$ cat config.mk
export PLATFORM = sky130hd
export DESIGN_NAME = arm_data_processing_execute
export DESIGN_NICKNAME = d
export VERILOG_FILES = /design/src/hdl/ade_pkg.sv /design/src/hdl/ade_alu.sv /design/src/hdl/arm_data_processing_execute.sv
export SDC_FILE = /design/constraint.sdc
export NUM_CORES = 1
export LEC_CHECK = 0
export ABC_AREA = 1
export BUFFER_PORTS_ARGS = -buffer_cell sky130_fd_sc_hd__buf_2
export CAP_MARGIN = 20
export CORE_ASPECT_RATIO = 1.5
export CORE_MARGIN = 10
export CORE_UTILIZATION = 45
export DETAILED_ROUTE_END_ITERATION = 16
export SYNTH_ARGS = -nofsm -noshare
export SYNTH_HDL_FRONTEND = slang
export SYNTH_SLANG_ARGS = --single-unit
export TNS_END_PERCENT = 10
$ cat constraint.sdc
create_clock -name clk -period 7.5 [get_ports clk]
set_clock_uncertainty 0.05 [all_clocks]
set_input_delay 0.375 -clock clk [delete_from_list [all_inputs] [get_ports clk]]
set_output_delay 0.375 -clock clk [all_outputs]
set_load 0.02 [all_outputs]
$ cat src/hdl/ade_pkg.sv
// Shared types, operation codes and helpers of the data-processing execute block.
`timescale 1ns / 1ps

package ade_pkg;

    // Stream widths: tdata is padded to whole bytes.
    localparam int IN_DATA_W  = 112;
    localparam int IN_USER_W  = 5;
    localparam int OUT_DATA_W = 40;

    localparam int WORD_W = 32;

    // NZCV bit positions.
    localparam int FL_N = 3;
    localparam int FL_Z = 2;
    localparam int FL_C = 1;
    localparam int FL_V = 0;

    localparam logic [31:0] MASK_LO16 = 32'h0000_FFFF;

    typedef enum logic [4:0] {
        FN_AND   = 5'd0,
        FN_ORR   = 5'd1,
        FN_BIC   = 5'd2,
        FN_TST   = 5'd3,
        FN_CMP   = 5'd4,
        FN_CMN   = 5'd5,
        FN_RSB   = 5'd6,
        FN_MOV   = 5'd7,
        FN_MVN   = 5'd8,
        FN_MOVW  = 5'd9,
        FN_MOVT  = 5'd10,
        FN_REV   = 5'd11,
        FN_REV16 = 5'd12,
        FN_REVSH = 5'd13,
        FN_UXTB  = 5'd14,
        FN_UXTH  = 5'd15,
        FN_SXTB  = 5'd16,
        FN_SXTH  = 5'd17
    } func_t;

    // Condition pairs: cond[3:1]; cond[0] inverts the test, except for the always pair.
    localparam logic [2:0] CP_EQNE = 3'd0;
    localparam logic [2:0] CP_CSCC = 3'd1;
    localparam logic [2:0] CP_MIPL = 3'd2;
    localparam logic [2:0] CP_VSVC = 3'd3;
    localparam logic [2:0] CP_HILS = 3'd4;
    localparam logic [2:0] CP_GELT = 3'd5;
    localparam logic [2:0] CP_GTLE = 3'd6;
    localparam logic [2:0] CP_ALWAYS = 3'd7;

    // Operation controls held in the first pipeline stage.
    typedef struct packed {
        func_t func;
        logic  cond_ok;
        logic  set_flags;
        logic  shifter_carry;
        logic  dest_is_pc;
    } op_ctrl_t;

    // Destination and flag-update controls produced by the ALU stage.
    typedef struct packed {
        logic executed;
        logic reg_write;
        logic pc_write;
        logic exc_return;
        logic wr_nz;
        logic wr_c;
        logic c_val;
        logic wr_v;
        logic v_val;
    } res_ctrl_t;

    function automatic logic cond_pass(input logic [3:0] c, input logic [3:0] f);
        logic r;
        logic pass;
        r = 1'b0;
        pass = 1'b1;
        case (c[3:1])
            CP_EQNE:   r = f[FL_Z];
            CP_CSCC:   r = f[FL_C];
            CP_MIPL:   r = f[FL_N];
            CP_VSVC:   r = f[FL_V];
            CP_HILS:   r = f[FL_C] & ~f[FL_Z];
            CP_GELT:   r = (f[FL_N] == f[FL_V]);
            CP_GTLE:   r = ~f[FL_Z] & (f[FL_N] == f[FL_V]);
            CP_ALWAYS: r = 1'b1;
            default:   r = 1'b1;
        endcase
        if (c[3:1] == CP_ALWAYS)
        begin
            pass = 1'b1;
        end
        else
        begin
            pass = c[0] ? ~r : r;
        end
        return pass;
    endfunction

endpackage

$ cat src/hdl/ade_alu.sv
// Result selection, adder and destination/flag decisions for one operation.
`timescale 1ns / 1ps

module ade_alu (
    input  ade_pkg::op_ctrl_t  ctrl,
    input  logic [31:0]        operand_a,
    input  logic [31:0]        operand_b,
    input  logic [31:0]        dest_old,
    input  logic [31:0]        add_x,
    input  logic [31:0]        add_y,
    input  logic               add_cin,
    output ade_pkg::res_ctrl_t rctl,
    output logic [31:0]        result
);

    logic [32:0] sum;
    logic        add_c;
    logic        add_v;
    logic [31:0] b;
    logic        is_byte;
    logic        is_dp;
    logic        logical;
    logic        to_dest;
    logic        movwt;
    logic        flag_arith;
    logic [31:0] res_raw;

    assign b     = operand_b;
    assign sum   = {1'b0, add_x} + {1'b0, add_y} + {32'd0, add_cin};
    assign add_c = sum[32];
    assign add_v = (add_x[31] == add_y[31]) && (sum[31] != add_x[31]);

    always_comb
    begin
        res_raw    = '0;
        is_byte    = 1'b0;
        is_dp      = 1'b1;
        logical    = 1'b0;
        to_dest    = 1'b1;
        movwt      = 1'b0;
        flag_arith = 1'b0;
        case (ctrl.func)
            ade_pkg::FN_AND:
            begin
                res_raw = operand_a & b;
                logical = 1'b1;
            end
            ade_pkg::FN_ORR:
            begin
                res_raw = operand_a | b;
                logical = 1'b1;
            end
            ade_pkg::FN_BIC:
            begin
                res_raw = operand_a & ~b;
                logical = 1'b1;
            end
            ade_pkg::FN_TST:
            begin
                res_raw = operand_a & b;
                to_dest = 1'b0;
            end
            ade_pkg::FN_CMP, ade_pkg::FN_CMN:
            begin
                res_raw    = sum[31:0];
                to_dest    = 1'b0;
                flag_arith = 1'b1;
            end
            ade_pkg::FN_RSB:
            begin
                res_raw = sum[31:0];
            end
            ade_pkg::FN_MOV:
            begin
                res_raw = b;
                logical = 1'b1;
            end
            ade_pkg::FN_MVN:
            begin
                res_raw = ~b;
                logical = 1'b1;
            end
            ade_pkg::FN_MOVW:
            begin
                res_raw = b & ade_pkg::MASK_LO16;
                movwt   = 1'b1;
            end
            ade_pkg::FN_MOVT:
            begin
                res_raw = {b[15:0], dest_old[15:0]};
                movwt   = 1'b1;
            end
            ade_pkg::FN_REV:
            begin
                res_raw = {b[7:0], b[15:8], b[23:16], b[31:24]};
                is_byte = 1'b1;
            end
            ade_pkg::FN_REV16:
            begin
                res_raw = {b[23:16], b[31:24], b[7:0], b[15:8]};
                is_byte = 1'b1;
            end
            ade_pkg::FN_REVSH:
            begin
                res_raw = {{16{b[7]}}, b[7:0], b[15:8]};
                is_byte = 1'b1;
            end
            ade_pkg::FN_UXTB:
            begin
                res_raw = {24'd0, b[7:0]};
                is_byte = 1'b1;
            end
            ade_pkg::FN_UXTH:
            begin
                res_raw = {16'd0, b[15:0]};
                is_byte = 1'b1;
            end
            ade_pkg::FN_SXTB:
            begin
                res_raw = {{24{b[7]}}, b[7:0]};
                is_byte = 1'b1;
            end
            ade_pkg::FN_SXTH:
            begin
                res_raw = {{16{b[15]}}, b[15:0]};
                is_byte = 1'b1;
            end
            default:
            begin
                is_dp = 1'b0;
            end
        endcase
    end

    always_comb
    begin
        rctl   = '0;
        result = '0;
        if (is_byte)
        begin
            // Reverse/extend: no condition, writes to PC are dropped.
            result         = res_raw;
            rctl.executed  = ~ctrl.dest_is_pc;
            rctl.reg_write = ~ctrl.dest_is_pc;
        end
        else if (is_dp && ctrl.cond_ok)
        begin
            result        = res_raw;
            rctl.executed = 1'b1;
            if (ctrl.func == ade_pkg::FN_TST
                || (logical && ctrl.set_flags && !ctrl.dest_is_pc))
            begin
                rctl.wr_nz = 1'b1;
                rctl.wr_c  = 1'b1;
                rctl.c_val = ctrl.shifter_carry;
            end
            if (flag_arith
                || (ctrl.func == ade_pkg::FN_RSB && ctrl.set_flags && !ctrl.dest_is_pc))
            begin
                rctl.wr_nz = 1'b1;
                rctl.wr_c  = 1'b1;
                rctl.c_val = add_c;
                rctl.wr_v  = 1'b1;
                rctl.v_val = add_v;
            end
            if (to_dest)
            begin
                rctl.reg_write  = ~ctrl.dest_is_pc;
                rctl.exc_return = ctrl.dest_is_pc & ctrl.set_flags & ~movwt;
                rctl.pc_write   = ctrl.dest_is_pc & ~(ctrl.set_flags & ~movwt);
            end
        end
    end

endmodule

$ cat src/hdl/arm_data_processing_execute.sv
// Top level of the three-stage ARM data-processing execute pipeline.
`timescale 1ns / 1ps

// Use of the block:
// - Slave channel s_axis_*: one pre-decoded instruction per item, func on tuser,
//   the operands, condition, S bit, flags and old Rd packed in tdata.
// - Master channel m_axis_*: one result item per instruction, in order: the
//   executed/destination indications, the 32-bit result and the new NZCV.
// - Pipeline: decode and condition check, then ALU and destination choice,
//   then flag update into the output register. An accepted item passes the
//   stage 1, stage 2 and stage 3 registers in order and is offered on m_axis
//   from the stage 3 register.
// - Throughput: one item per cycle when unstalled; a new item is taken while
//   older ones are in flight; slowest stage: 32-bit adder with result select.
// - Stall: each stage holds its item while the stage after it is full and
//   cannot move; ready ripples back stage by stage, so bubbles are filled and
//   nothing is dropped or repeated. s_axis_tready falls only when all three
//   stages hold items and m_axis_tready is low.
// - Reset: rst_n clears all stage valid bits; the block comes out empty and
//   ready, and holds no other state between items.
module arm_data_processing_execute (
    input  logic                           clk,
    input  logic                           rst_n,
    input  logic                           s_axis_tvalid,
    output logic                           s_axis_tready,
    // tdata from bit 0: cond[3:0], set_flags, operand_a[31:0], operand_b[31:0],
    // shifter_carry, flags_in[3:0], dest_is_pc, dest_old[31:0], zero padding
    input  logic [ade_pkg::IN_DATA_W-1:0]  s_axis_tdata,
    // tuser from bit 0: func[4:0]
    input  logic [ade_pkg::IN_USER_W-1:0]  s_axis_tuser,
    output logic                           m_axis_tvalid,
    input  logic                           m_axis_tready,
    // tdata from bit 0: executed, reg_write, pc_write, exc_return,
    // result_value[31:0], flags_out[3:0]
    output logic [ade_pkg::OUT_DATA_W-1:0] m_axis_tdata
);

    // Unpack the incoming item.
    logic [3:0]  in_cond;
    logic        in_set_flags;
    logic [31:0] in_a;
    logic [31:0] in_b;
    logic        in_shc;
    logic [3:0]  in_flags;
    logic        in_pc;
    logic [31:0] in_old;

    assign in_cond      = s_axis_tdata[3:0];
    assign in_set_flags = s_axis_tdata[4];
    assign in_a         = s_axis_tdata[36:5];
    assign in_b         = s_axis_tdata[68:37];
    assign in_shc       = s_axis_tdata[69];
    assign in_flags     = s_axis_tdata[73:70];
    assign in_pc        = s_axis_tdata[74];
    assign in_old       = s_axis_tdata[106:75];

    // Stage valid bits and ready chain.
    logic v1_reg, v2_reg, v3_reg;
    logic v1_next, v2_next, v3_next;
    logic ready1, ready2, ready3;

    assign ready3 = ~v3_reg | m_axis_tready;
    assign ready2 = ~v2_reg | ready3;
    assign ready1 = ~v1_reg | ready2;

    assign s_axis_tready = ready1;

    // Advance each stage when the next one can take its item.
    assign v1_next = ready1 ? s_axis_tvalid : v1_reg;
    assign v2_next = ready2 ? v1_reg : v2_reg;
    assign v3_next = ready3 ? v2_reg : v3_reg;

    always_ff @(posedge clk or negedge rst_n)
    begin
        if (!rst_n)
        begin
            v1_reg <= 1'b0;
            v2_reg <= 1'b0;
            v3_reg <= 1'b0;
        end
        else
        begin
            v1_reg <= v1_next;
            v2_reg <= v2_next;
            v3_reg <= v3_next;
        end
    end

    // ---------------- Stage 1: decode, condition check, adder operands
    ade_pkg::op_ctrl_t ctrl1_next, ctrl1_reg;
    logic [31:0] a1_reg, b1_reg, old1_reg;
    logic [3:0]  fl1_reg;
    logic [31:0] x1_next, y1_next, x1_reg, y1_reg;
    logic        cin1_next, cin1_reg;

    always_comb
    begin
        ctrl1_next.func          = ade_pkg::func_t'(s_axis_tuser);
        ctrl1_next.cond_ok       = ade_pkg::cond_pass(in_cond, in_flags);
        ctrl1_next.set_flags     = in_set_flags;
        ctrl1_next.shifter_carry = in_shc;
        ctrl1_next.dest_is_pc    = in_pc;
        // CMP: a - b, CMN: a + b, RSB: b - a.
        x1_next   = in_a;
        y1_next   = in_b;
        cin1_next = 1'b0;
        case (ade_pkg::func_t'(s_axis_tuser))
            ade_pkg::FN_CMP:
            begin
                y1_next   = ~in_b;
                cin1_next = 1'b1;
            end
            ade_pkg::FN_RSB:
            begin
                x1_next   = in_b;
                y1_next   = ~in_a;
                cin1_next = 1'b1;
            end
            default:
            begin
                cin1_next = 1'b0;
            end
        endcase
    end

    always_ff @(posedge clk)
    begin
        if (ready1)
        begin
            ctrl1_reg <= ctrl1_next;
            a1_reg    <= in_a;
            b1_reg    <= in_b;
            old1_reg  <= in_old;
            fl1_reg   <= in_flags;
            x1_reg    <= x1_next;
            y1_reg    <= y1_next;
            cin1_reg  <= cin1_next;
        end
    end

    // ---------------- Stage 2: ALU, result select, destination decision
    ade_pkg::res_ctrl_t rctl2_next, rctl2_reg;
    logic [31:0] res2_next, res2_reg;
    logic [3:0]  fl2_reg;

    ade_alu u_alu (
        .ctrl      (ctrl1_reg),
        .operand_a (a1_reg),
        .operand_b (b1_reg),
        .dest_old  (old1_reg),
        .add_x     (x1_reg),
        .add_y     (y1_reg),
        .add_cin   (cin1_reg),
        .rctl      (rctl2_next),
        .result    (res2_next)
    );

    always_ff @(posedge clk)
    begin
        if (ready2)
        begin
            rctl2_reg <= rctl2_next;
            res2_reg  <= res2_next;
            fl2_reg   <= fl1_reg;
        end
    end

    // ---------------- Stage 3: flag update into the output register
    logic [3:0]  fl3_next, fl3_reg;
    logic [3:0]  ind3_reg;
    logic [31:0] res3_reg;

    always_comb
    begin
        fl3_next = fl2_reg;
        if (rctl2_reg.wr_nz)
        begin
            fl3_next[ade_pkg::FL_N] = res2_reg[31];
            fl3_next[ade_pkg::FL_Z] = (res2_reg == 32'd0);
        end
        if (rctl2_reg.wr_c)
        begin
            fl3_next[ade_pkg::FL_C] = rctl2_reg.c_val;
        end
        if (rctl2_reg.wr_v)
        begin
            fl3_next[ade_pkg::FL_V] = rctl2_reg.v_val;
        end
    end

    always_ff @(posedge clk)
    begin
        if (ready3)
        begin
            ind3_reg <= {rctl2_reg.exc_return, rctl2_reg.pc_write,
                         rctl2_reg.reg_write, rctl2_reg.executed};
            res3_reg <= res2_reg;
            fl3_reg  <= fl3_next;
        end
    end

    assign m_axis_tvalid = v3_reg;
    assign m_axis_tdata  = {fl3_reg, res3_reg, ind3_reg};

`ifndef NO_ASSERTIONS
    // At most one destination is chosen for a result.
    a_one_dest: assert property (@(posedge clk) disable iff (!rst_n)
        m_axis_tvalid |-> $onehot0(m_axis_tdata[3:1]))
        else $error("more than one destination on an output item");

    // A result that did not execute writes nowhere.
    a_no_exec_no_write: assert property (@(posedge clk) disable iff (!rst_n)
        (m_axis_tvalid && !m_axis_tdata[0]) |-> (m_axis_tdata[3:1] == 3'b000))
        else $error("write indicated for an item that did not execute");

    // An item in stage 1 that cannot move is still there next cycle.
    a_s1_hold: assert property (@(posedge clk) disable iff (!rst_n)
        (v1_reg && !ready2) |=> v1_reg)
        else $error("stage 1 item lost under stall");

    // An item in stage 2 that cannot move is still there next cycle.
    a_s2_hold: assert property (@(posedge clk) disable iff (!rst_n)
        (v2_reg && !ready3) |=> (v2_reg && $stable(res2_reg)))
        else $error("stage 2 item lost or changed under stall");
`endif

endmodule

==> run_results.csv <==
group,metric,value,unit
outcome,status,"finished clean",
cts,cts_setup_buffers,0,
timing,hold_viol_final,0,
detailed_routing,drt-wirelength-per-cell,20.5,um
synthesis,synth_seq_area_share,54.5,%
cts,clock-sinks,245,
finish,nets,1942,
synthesis,yosys_most_used_dff,"edfxtp_1",
detailed_routing,routed_wl,45.0,mm
timing,finalSetupTns,0,ps
timing,worstMarginPinSlew,898,ps
power,pwr-share-seq,46.9,%
cts,clk_pin_slew_worst_paths,60,ps
power,p_clk_share,31.4,%
critical_path,crit_required,7070,ps
timing,fin_crit,3620,ps
finish,area_growth_syn_to_layout,20.2,%
detailed_routing,ant_nets,0,
synthesis,ys_ff_latch,245,
detailed_routing,drt_iter0_markers,946,
synthesis,synth.distinct_cells,42,
cts,cts_root_buf,"clkbuf_16",
power,p_leak,0.00739,uW
power,switching_share,30.8,%
die,rows,77,
power,ir_drop,0.183,mV
global_route,grt_max_degree,126,
placement,gp_congestion,0.969,
placement,portBuffers,141,
global_route,grt_pass1_vias,11500,
finish,insertedDiodeCount,0,
timing,drv_slew,0,
synthesis,async_reset_ff_share,1.22,%
timing,grt_setup_unrepaired,"false",
detailed_routing,vias,11700,
global_route,grt_overflow,0,
synthesis,yosys_warnings,0,
finish,post-route-util,55.0,%
global_route,grt_util_all_layers,23.7,%
critical_path,worstSetupPathType,"register to primary output",
detailed_routing,first_pass_iters,7,
synthesis,postSynthAreaPerCell,8.59,um^2
placement,dpl.hpwl,34.5,mm
detailed_routing,drc_errors,0,
power,powerDensity,235,nW/um^2
synthesis,netlist_instances,1570,
die,die_width,161,um
global_route,top_usage_layer,"met2",
critical_path,end_kind,"primary output",
die,fp.dieArea,37400,um^2
finish,layout-drive-gt1-share,11.6,%
cts,cts_tree,"built",
die,die_h,232,um
synthesis,synth_top_cells_by_count,"459 x nand2_1, 242 x edfxtp_1, 235 x inv_1",
min_path,worstHoldPathType,"primary input to register",
power,p_switching,1170,uW
die,coreArea,29500,um^2
critical_path,start_kind,"register",
synthesis,netlist.area_leader.share,53.9,%
finish,multiInputGateArea,5090,um^2
synthesis,synth_fp_nets,1724,
cts,htree_levels,1,
synthesis,synth.most_common_cell,"nand2_1",
finish,num-fill-cells,2750,
timing,setup_violations,0,
finish,regArea,7340,um^2
synthesis,synth_area,13500,um^2
placement,post_dp_cell_area,14600,um^2
synthesis,yosys.area.top_type,"edfxtp_1",
job,max-cap-violations,0,
global_route,use_met3,3.99,%
power,p_int,2640,uW
power,power_frac_comb,21.7,%
critical_path,worstPathMaxFanout,125,
die,start_util,45.7,%
die,ioPinCount,163,
cts,ctsLongestPathBuffers,3,
cts,cts_resized,0,
cts,clkLatencyLatePin,540,ps
finish,stdcell_area,16200,um^2
detailed_routing,routed_via_density,5.33,
timing,max-slew-margin-rel,39.9,%
global_route,antenna_found_initial,0,
cts,numCtsBuffers,24,
timing,fin_crit_sh,48.2,%
global_route,grt_pass1_wl,67.6,mm
critical_path,cp.arrival,3190,ps
synthesis,synth_enable_flop_cells,242,
timing,fmax,0.277,GHz
synthesis,synth_area_leaders,"edfxtp_1 54%, nand2_1 13%, inv_1 6.5%",
global_route,met1_usage,27.9,%
global_route,grt_use_met2,41.7,%
==> cell families after synthesis <==
family                     Yosys count  synth area share (%)
xor gates and xnor gates             4                 0.260
muxes                                2                 0.158
buffers and inverters              277                  7.89
AOI/OAI and AO/OA                  275                  11.5
adders and majority gates           33                  3.17
DFF                                245                  54.5
and+or+nand+nor                    734                  22.5
==> power groups by stage <==
| stage | Combinational [uW] | Clock [uW] | Sequential, uW |
|---|---|---|---|
| floorplan | 449 | 0 | 1840 |
| global placement | 777 | 0 | 1820 |
| detailed placement | 782 | 0 | 1820 |
| CTS | 819 | 1220 | 1790 |
| global route | 911 | 1270 | 1800 |
| finish | 827 | 1200 | 1790 |
==> final timing paths <==
kind                                  from  slack, ps  depth (start not counted)            end
setup / recovery             m_axis_tvalid       3880                          5  s_axis_tready
hold / removal             s_axis_tdata[7]         20                          1      a1_reg[2]
setup reg to reg              ctrl1_reg[8]       4330                          9   res2_reg[16]
hold reg to reg               rctl2_reg[8]        360                          0    ind3_reg[0]
max in group asynchronous            rst_n       7190                          2  m_axis_tvalid
min in group asynchronous            rst_n        110                          2         v1_reg
==> area by class of cell <==
class / count / share of cell area (%)
well taps: 395 / 3.05
multi-input cells: 1048 / 31.4
flip-flops and latches: 245 / 45.3
clock inverters: 13 / 0.803
clock buffers: 29 / 3.95
repair buffers: 232 / 9.95
inverters: 237 / 5.49
==> layout by cell type (no fill, tap or decap), types with 5 or more instances in the layout <==
cell	Yosys	routed
a21oi_1	96	96
buf_2	18	141
buf_4	0	6
clkbuf_16	0	25
clkinv_1	1	5
dlygate4sd3_1	0	84
edfxtp_1	242	242
ha_1	31	31
inv_1	235	234
nand2_1	459	456
nand2_2	3	5
nand3_1	82	81
nand4_1	22	22
nor2_1	122	121
nor3_1	16	16
nor4_1	8	8
o211ai_1	5	5
o21ai_0	119	119
o221ai_1	32	32
o22ai_1	11	11
or2_2	9	9
==> stage by stage <==
| stage | cells | setup WS [ps] | hold WS, ps | power (uW) |
|---|---|---|---|---|
| after global routing | 2199 | 3610 | 9.33 | 3990 |
| after global placement | 2073 | 4310 | 124 | 2590 |
| after CTS | 2199 | 3770 | 0.115 | 3830 |
| final | 2199 | 3880 | 18.4 | 3810 |
| after floorplan | 1570 | 1790 | 29.4 | 2280 |
| after detailed placement | 2073 | 4250 | 123 | 2600 |
==> metal layers <==
layer  wire, um  vias up
met2      22600      427
met1      17600     5464
met3       2850       96
li1           -     5725
met5          0        -
met4       1940        0
==> worst max-delay path: stages (launching register included) <==
cell	delay, ps
dfrtp_1	390
nand2_2	640
nor2_1	230
nand2_4	490
buf_12	490
buf_2	290
==> timing repair <==
item / 4_1_cts / 5_1_grt
hold buffers: 84 / 0
endpoints found under the setup margin: 0 / 0
hold endpoints to repair: 86 / 0
Power figures use the tool's default switching activity.
